===== src/rtl/bcs_pkg.sv =====
// ---------------------------------------------------------------------------
// bcs_pkg
// shared constants and types for the brightness / contrast / saturation map
// ---------------------------------------------------------------------------
package bcs_pkg;

   // offset-binary code limits
   localparam int CODE_W   = 8;
   localparam int MID_CODE = 128;
   localparam int MAX_CODE = 255;

   // quotient bits of the stretch divide: (|d| * 128) needs 15 bits
   localparam int DIV_BITS = 15;
   // entry stage + one stage per quotient bit + sum and clamp stage
   localparam int CHAN_LAT = DIV_BITS + 2;

   // register indexes of the control port
   localparam int CSR_ADDR_W = 2;
   typedef enum logic [CSR_ADDR_W-1:0] {
      CSR_BRIGHTNESS = 2'd0,
      CSR_CONTRAST   = 2'd1,
      CSR_SATURATION = 2'd2
   } csr_addr_type;

   // per-stage side information of one channel
   typedef struct packed {
      logic                neg;      // code below mid level
      logic                stretch;  // setting is non-negative
      logic [7:0]          divisor;  // 128 - setting, 1..128 when stretching
      logic signed [9:0]   shiftv;   // d - setting, used when setting is negative
      logic [DIV_BITS-1:0] num;      // |d| * 128
   } stage_type;

endpackage


===== src/rtl/brightness_contrast_saturation_map_core.sv =====
// pipeline: an accepted input word passes the entry stage, the divide stages and
// the sum and clamp stage; a held result word freezes the pipeline; a word caught
// in the skid register during such a stall enters the first stage when it ends
// throughput: one word per clock unless a held result word stalls; the 15-stage
// restoring divide of each channel is fully pipelined, one quotient bit per stage
// reset: synchronous, active high; clears valid bits, the skid valid bit and the
// three settings to zero
// ---------------------------------------------------------------------------
// brightness_contrast_saturation_map_core
// luma brightness/contrast, chroma saturation; unless stalled, one pixel per clock
// ---------------------------------------------------------------------------
module brightness_contrast_saturation_map_core (
   input  logic        clock,
   input  logic        reset,
   // input stream
   input  logic        req_tvalid,
   output logic        req_tready,
   input  logic [15:0] req_tdata,   // [7:0] luma_in, [15:8] chroma_in
   // result stream
   output logic        rsp_tvalid,
   input  logic        rsp_tready,
   output logic [15:0] rsp_tdata,   // [7:0] luma_out, [15:8] chroma_out
   // control registers
   input  logic                             csr_we,
   input  logic [bcs_pkg::CSR_ADDR_W-1:0]   csr_addr,
   input  logic [7:0]                       csr_wdata
);

   localparam int LAT = bcs_pkg::CHAN_LAT;

   logic signed [7:0] bright_ff, contrast_ff, satur_ff;
   logic              skid_vld_ff;
   logic [15:0]       skid_data_ff;
   logic [LAT-1:0]    vld_ff;

   logic              en;
   logic              req_take;
   logic              src_vld;
   logic [15:0]       src_data;
   logic [7:0]        luma_res, chroma_res;

   // settings registers, writes beyond the list are dropped
   always_ff @(posedge clock) begin
      if (reset) begin
         bright_ff   <= '0;
         contrast_ff <= '0;
         satur_ff    <= '0;
      end else if (csr_we) begin
         case (bcs_pkg::csr_addr_type'(csr_addr))
            bcs_pkg::CSR_BRIGHTNESS: bright_ff   <= csr_wdata;
            bcs_pkg::CSR_CONTRAST:   contrast_ff <= csr_wdata;
            bcs_pkg::CSR_SATURATION: satur_ff    <= csr_wdata;
            default: ;
         endcase
      end
   end

   // pipeline advances unless the result word is stuck
   assign en       = ~vld_ff[LAT-1] | rsp_tready;
   assign req_tready = ~skid_vld_ff;
   assign req_take = req_tvalid & req_tready;
   assign src_vld  = skid_vld_ff | req_take;
   assign src_data = skid_vld_ff ? skid_data_ff : req_tdata;

   // skid register catches a word taken during a stall
   always_ff @(posedge clock) begin
      if (reset) begin
         skid_vld_ff <= 1'b0;
      end else if (en) begin
         skid_vld_ff <= 1'b0;
      end else if (req_take) begin
         skid_vld_ff <= 1'b1;
      end
   end

   always_ff @(posedge clock) begin
      if (!en && req_take) begin
         skid_data_ff <= req_tdata;
      end
   end

   // valid bits travel beside the channel stages
   always_ff @(posedge clock) begin
      if (reset) begin
         vld_ff <= '0;
      end else if (en) begin
         vld_ff <= {vld_ff[LAT-2:0], src_vld};
      end
   end

   // luma: brightness offset, contrast stretch
   bcs_chan u_luma (
      .clock    (clock),
      .en       (en),
      .code_in  (src_data[7:0]),
      .setting  (contrast_ff),
      .offset   (bright_ff),
      .code_out (luma_res)
   );

   // chroma: saturation stretch, no offset
   bcs_chan u_chroma (
      .clock    (clock),
      .en       (en),
      .code_in  (src_data[15:8]),
      .setting  (satur_ff),
      .offset   (8'sd0),
      .code_out (chroma_res)
   );

   assign rsp_tvalid = vld_ff[LAT-1];
   assign rsp_tdata  = {chroma_res, luma_res};

endmodule


===== src/rtl/bcs_chan.sv =====
// ---------------------------------------------------------------------------
// bcs_chan
// one channel: offset removal, pipelined restoring divide, offset add, clamp
// ---------------------------------------------------------------------------
module bcs_chan (
   input  logic                           clock,
   input  logic                           en,        // pipeline advance
   input  logic [bcs_pkg::CODE_W-1:0]     code_in,
   input  logic signed [7:0]              setting,   // contrast or saturation
   input  logic signed [7:0]              offset,    // brightness, or zero
   output logic [bcs_pkg::CODE_W-1:0]     code_out
);

   localparam int NB = bcs_pkg::DIV_BITS;

   bcs_pkg::stage_type st_ff  [0:NB];
   logic [6:0]         rem_ff [0:NB];
   logic [NB-1:0]      quo_ff [0:NB];
   logic [bcs_pkg::CODE_W-1:0] code_ff;

   bcs_pkg::stage_type st_in;
   logic [6:0]         rem_in [1:NB];
   logic [NB-1:0]      quo_in [1:NB];
   logic [bcs_pkg::CODE_W-1:0] code_in_c;

   logic [7:0]         mag;
   logic [7:0]         trial  [1:NB];
   logic               ge     [1:NB];
   logic signed [16:0] qs;
   logic signed [16:0] adj;
   logic signed [16:0] sum;

   // entry stage: magnitude, sign and both candidate paths
   always_comb begin
      mag = code_in[7] ? {1'b0, code_in[6:0]}
                       : 8'(bcs_pkg::MID_CODE) - code_in;
      st_in.neg     = ~code_in[7];
      st_in.stretch = ~setting[7];
      st_in.divisor = 8'(bcs_pkg::MID_CODE) - setting;
      st_in.shiftv  = $signed({2'b00, code_in}) - 10'sd128
                      - {{2{setting[7]}}, setting};
      st_in.num     = {mag, 7'b0000000};
   end

   // one quotient bit per stage, msb first
   always_comb begin
      for (int s = 1; s <= NB; s++) begin
         trial[s]  = {rem_ff[s-1], st_ff[s-1].num[NB-s]};
         ge[s]     = (trial[s] >= st_ff[s-1].divisor);
         rem_in[s] = ge[s] ? 7'(trial[s] - st_ff[s-1].divisor) : trial[s][6:0];
         quo_in[s] = {quo_ff[s-1][NB-2:0], ge[s]};
      end
   end

   // restore sign, add offsets and clamp to the code range
   always_comb begin
      qs  = st_ff[NB].neg ? -$signed({2'b00, quo_ff[NB]}) : $signed({2'b00, quo_ff[NB]});
      adj = st_ff[NB].stretch ? qs : {{7{st_ff[NB].shiftv[9]}}, st_ff[NB].shiftv};
      sum = adj + 17'sd128 + {{9{offset[7]}}, offset};
      if (sum < 17'sd0) begin
         code_in_c = '0;
      end else if (sum > 17'(bcs_pkg::MAX_CODE)) begin
         code_in_c = 8'(bcs_pkg::MAX_CODE);
      end else begin
         code_in_c = sum[7:0];
      end
   end

   // stage registers, all held on a stall
   always_ff @(posedge clock) begin
      if (en) begin
         st_ff[0]  <= st_in;
         rem_ff[0] <= '0;
         quo_ff[0] <= '0;
         for (int s = 1; s <= NB; s++) begin
            st_ff[s]  <= st_ff[s-1];
            rem_ff[s] <= rem_in[s];
            quo_ff[s] <= quo_in[s];
         end
         code_ff <= code_in_c;
      end
   end

   assign code_out = code_ff;

endmodule

===== config.mk =====
export PLATFORM = sky130hd
export DESIGN_NAME = brightness_contrast_saturation_map_core
export DESIGN_NICKNAME = d
export VERILOG_FILES = /design/src/rtl/bcs_pkg.sv /design/src/rtl/brightness_contrast_saturation_map_core.sv /design/src/rtl/bcs_chan.sv
export SDC_FILE = /design/constraint.sdc
export NUM_CORES = 2
export LEC_CHECK = 0
export BUFFER_PORTS_ARGS = -buffer_cell sky130_fd_sc_hd__buf_2
export CAP_MARGIN = 20
export CORE_MARGIN = 2
export CORE_UTILIZATION = 37
export CTS_BUF_LIST = sky130_fd_sc_hd__clkbuf_8
export CTS_CLUSTER_DIAMETER = 100
export DETAILED_ROUTE_END_ITERATION = 8
export GPL_TIMING_DRIVEN = 0
export SKIP_LAST_GASP = 1
export SYNTH_ARGS = -nofsm -noshare
export SYNTH_HDL_FRONTEND = slang
export SYNTH_SLANG_ARGS = --single-unit

===== constraint.sdc =====
create_clock -name clock -period 58.3 [get_ports clock]
set_input_delay 14.575 -clock clock [delete_from_list [all_inputs] [get_ports clock]]
set_output_delay 14.575 -clock clock [all_outputs]
set_load 0.02 [all_outputs]

After elaboration in Yosys (flattened, before gate mapping):

Memory sizes are Yosys's and may differ from the RTL's.
Index checks and enable logic that the tools add are counted.

* register bits after elaboration: 74
* latch bits: 0
* memory bits (writable): 1824
* memory bits (read-only): 0
* bits of input ports: 31
* output and inout port bits: 18
* logic and storage cells: 150
* memories: 6

Memories
* u_chroma.st_ff: depth 16, bits a word 35, read ports 16, clocked after memory_dff 0, write ports 16, line bcs_chan.sv:16 `bcs_pkg::stage_type st_ff [0:NB];`
* u_luma.st_ff: depth 16, bits a word 35, read ports 16, clocked after memory_dff 0, write ports 16, line bcs_chan.sv:16
* u_chroma.quo_ff: depth 16, bits a word 15, read ports 16, clocked after memory_dff 0, write ports 16, line bcs_chan.sv:18 `logic [NB-1:0] quo_ff [0:NB];`
* u_luma.quo_ff: depth 16, bits a word 15, read ports 16, clocked after memory_dff 0, write ports 16, line bcs_chan.sv:18
* u_chroma.rem_ff: depth 16, bits a word 7, read ports 15, clocked after memory_dff 0, write ports 16, line bcs_chan.sv:17 `logic [6:0] rem_ff [0:NB];`
* u_luma.rem_ff: depth 16, bits a word 7, read ports 15, clocked after memory_dff 0, write ports 16, line bcs_chan.sv:17

* $add $sub $neg: 43
* $mul: 0
* div/mod/pow operators: 0
* order comparisons: 34
* eq/ne operators: 2
* shift-type cells: 0
* multiplexer cells: 41
* bitwise logic cells: 9
* reduce and logical (&&, ||, !) cells: 7

Operator list (number)
* $ge 8x8->1: 30
* $mux 7: 30
* $sub 7x7->7: 30
* $mux 17: 4
* $add 17x8->17 const B: 2
* $gt 17x9->1 const B: 2
* $lt 17x1->1 const B: 2
* $neg 15->17: 2
* $mux 8: 4
* $sub 8x8->8 const A: 4
* $sub 10x10->10: 2
* $sub 8x8->9 const B: 2
* $add 17x17->17: 1
* $mux 16: 1
* $not 1->1: 6
* $reduce_and 2->1: 3
* $eq 2x1->1 const B: 1
* $eq 2x2->1 const B: 1
* $logic_not 2->1: 1
* $mux 1: 2
* $or 1x1->1: 2
* $reduce_or 2->1: 1
* $and 1x1->1: 1
* $logic_and 1x1->1: 1
* $logic_not 1->1: 1

Depth between registers and ports, before layout:

An unclocked memory read counts as a cell.

* word-level depth: 8
* mapped depth: 18
* gate-level depth less buffers: 18

Cells and area by module:

Synthesis repeated with hierarchy kept, for this count alone.

* cell total of the unflattened synthesis: 3294
* area, all modules: 51186.6 µm²

By module, submodules not included
* bcs_chan at u_chroma: instances 1, cells an instance 1539, area each 24523.5 µm²
* bcs_chan at u_luma: instances 1, cells an instance 1534, area each 24478.5 µm²
* brightness_contrast_saturation_map_core: instances 1, cells an instance 221, area each 2184.6 µm²

Worst setup path after synthesis:

Ideal clock, no wire load.

* path type: input to register
* start: input rsp_tready
* end: register vld_ff[0]
* library setup time: 1.536 ns
* arrival: 46.516 ns
* slack: 10.248 ns
* stages: 5
* path through: nor2b_1 > clkbuf_1 > clkinv_1 > clkbuf_1 > a211oi_1

* longest elaborated chain between the ends: 1

RTL lines
* start: declaration: line brightness_contrast_saturation_map_core.sv:21 `input logic rsp_tready,`
* $or 1x1->1: line brightness_contrast_saturation_map_core.sv:59 `assign en = ~vld_ff[LAT-1] | rsp_tready;`
* via en: line brightness_contrast_saturation_map_core.sv:36 `logic en;`
* end signal: assignment: line brightness_contrast_saturation_map_core.sv:87 `vld_ff <= {vld_ff[LAT-2:0], src_vld};`
* end: declaration: line brightness_contrast_saturation_map_core.sv:34 `logic [LAT-1:0] vld_ff;`

The timed path passes the listed nets, and every way through them passes these cells.
A chain may end at the register's enable or synchronous reset.

==> results.cfg <==
[finish]
seqCellArea_mm2 = 0.0358
fin_nets = 3871
areaGrowthSynthToFinish_pct = 13.0
layout-drive-gt1-share_pct = 11.2
layout_commonest_cell = edfxtp_1
nFillCells = 12200
fin_util_pct = 42.0
final_cell_mix = edfxtp_1, inv_1, ha_1
stdcell_area_mm2 = 0.0567
multi_input_area_mm2 = 0.0128

[timing]
max_freq_mhz = 58.7
fin_crit_sh_pct = 29.2
fin_skew_ps = 41.0
final_max_slew_viol_count = 0
slew_headroom_pct = 36.8
hold_viol_final = 0
worst_pin_slew_ps = 944
finalSetupViolCount = 0
rsz0062_at_grt = false
final.min_clock_period_ps = 17040

[global_routing]
grt_max_degree = 71
grt_pass1_vias = 25000
grt_overflow = 0
grt_use_total_pct = 10.9
antenna_found_initial = 1
grt_pass1_wl_um = 122000

[clock_network]
cts_buffers = 191
cts-htree-levels = 4
clk_latency_ps = 860
cts_hold_buf = 0
cts_resized = 0
cts_root_buf = clkbuf_8
cts_max_path_buffers = 3
cts.sinks = 1206
cts.clk_slew.worst_paths_ps = 60
post_cts_buffers = 0
cts_tree = built

[critical_path]
endpoint_kind = flip-flop
cp_max_fo = 70
critPathArrivalTime_ps = 17540
critPathLaunchType = input port
crit_required_ps = 58800
rr_worst_depth = 18
criticalPathCategory = input port to flip-flop
reg2reg_slack_ps = 53210

[route]
num_vias = 24800
finalWirelength_um = 73600
viasPerCell = 4.53
wl_per_cell_um = 13.5
drtIter0Drc = 1225
drtPass1Iterations = 5
drc = 0
detail-route-antenna-nets = 0

[placed_design]
numPortBuffers = 47
globalplace.congestion = 0.806
placed_area_mm2 = 0.0532
hpwlAfterDp_um = 49300

[pwr]
switchingPower_mw = 0.735
ir_drop_v = 0.0000229
power_frac_clock_pct = 25.5
power_frac_comb_pct = 25.1
seq_power_share_pct = 49.3
p_leak_nw = 22.8
intPower_mw = 1.85
p_sw_share_pct = 28.4
powerDensity_mw_per_mm2 = 45.6

[synthesis]
synth-warning-count = 0
synth_top_family_by_area = adder cells
async_flop_share_pct = 0
synthSimpleGateAreaFrac_pct = 5.06
synth_seq_cells = 1206
synth_nets = 3611
syn_area_mm2 = 0.0502
synth_area_leaders = edfxtp_1, ha_1, inv_1
syn_area_per_cell_um2 = 15.4
synth-edff-count = 1164
synth-compound-area-share_pct = 6.12
synth-adder-area-share_pct = 8.16
synth_top_cell_by_area = edfxtp_1
seq_area_frac_synth_pct = 71.3
synth_top_cell_area_share_pct = 69.6
synth_cells = 3270
synthMuxAreaShare_pct = 2.84
synth_cell_types = 74
synth-xor-area-share_pct = 3.39
synthFlopType = edfxtp_1

[floorplanning]
rows = 135
start_util_pct = 37.1
fp.dieH_um = 372
die_area_mm2 = 0.139
core-area_mm2 = 0.135
die_w_um = 372
ios = 49

[worst_hold_path]
hp-class = flip-flop to flip-flop
holdPathStages = 0

[status]
run_status = complete, no violations

[flow_run]
drv_cap = 0
==> worst paths after layout <==
kind                                             from                endpoint
worst max-delay path                       rsp_tready  u_chroma.quo_ff[7][15]
worst min-delay path            u_chroma.st_ff[0][68]   u_chroma.st_ff[1][33]
worst max register to register  u_luma.quo_ff[1][105]      u_luma.code_out[1]
worst min register to register  u_chroma.st_ff[0][68]   u_chroma.st_ff[1][33]
==> cells by family (layout without fill, tap and decap cells) <==
family | Yosys count | after routing
flops | 1206 | 1206
simple gates | 537 | 537
compound gates | 492 | 492
buf+inv | 399 | 811
fa+ha+maj | 310 | 310
xor+xnor | 194 | 194
mux | 132 | 132
other cells | 0 | 1
==> cell type report <==
| cell class | count | area share [%] |
|---|---|---|
| well taps | 1781 | 3.93 |
| clock buffers | 197 | 4.78 |
| plain buffers | 47 | 0.446 |
| clock inverters | 148 | 1.48 |
| inverters | 352 | 2.33 |
| multi-input cells | 1665 | 22.6 |
| diodes | 1 | 0.00441 |
| flip-flops and latches | 1206 | 63.1 |
| repair buffers | 67 | 1.32 |
==> registers in the layout, summed over array words and instances, names as in the netlist, 16 cells and up <==
register / count
u_chroma.st_ff: 348
u_luma.st_ff: 348
u_chroma.quo_ff: 120
u_luma.quo_ff: 120
u_chroma.rem_ff: 98
u_luma.rem_ff: 98
vld_ff: 17
skid_data_ff: 16
==> worst max-delay path: stages <==
cell      delay [ps]
buf_2             70
nor2b_1           30
clkbuf_1         200
clkinv_1         210
clkbuf_4         590
buf_16           360
buf_16           320
buf_16           340
buf_16           310
buf_16           310
==> stage by stage <==
stage	TNS (ps)	hold WS (ps)	std cells	power (mW)	worst slack [ps]
after floorplan	0	400	3270	1.79	10250
after global placement	-923200	401	5098	1.93	-1200
after detailed placement	0	405	5118	1.95	40390
after CTS	0	383	5463	2.63	41160
after global routing	0	396	5464	2.77	41060
final	0	395	5464	2.59	41260
==> cells in the mapped netlist, drive strengths merged, types with 3 or more instances <==
master,instances
and2,3
or3b,4
ha,281
a21o,85
a211o,3
or3,8
dfxtp,42
o31ai,26
a21boi,19
o21bai,12
inv,351
o21ai,68
o21a,32
nor3,13
nor2,239
mux2i,53
o41ai,3
a21oi,202
a211oi,4
o211ai,4
fa,29
mux2,79
or4,4
xnor2,102
nand4,23
o221ai,3
nor4,16
a31oi,16
buf,6
and3,6
clkbuf,41
nand2,101
nand2b,40
edfxtp,1164
nand3b,4
a41oi,4
xor2,92
nand3,12
nor2b,54
==> power by group through the flow <==
| stage | logic (mW) | registers (mW) | clock network [mW] |
|---|---|---|---|
| finish | 0.650 | 1.28 | 0.661 |
| global route | 0.743 | 1.30 | 0.728 |
| CTS | 0.660 | 1.28 | 0.692 |
| detailed placement | 0.653 | 1.29 | 0 |
| global placement | 0.643 | 1.29 | 0 |
| floorplan | 0.527 | 1.27 | 0 |
==> layer usage <==
metal  up-vias  GRT usage, %  wire [µm]
met2       375          17.9      35200
met4         0          5.55       2530
li1      12500             -          -
met1     11800          13.3      32700
met5         -             0          0
met3       148          2.55       3120
(Power assumes the default switching activity.)
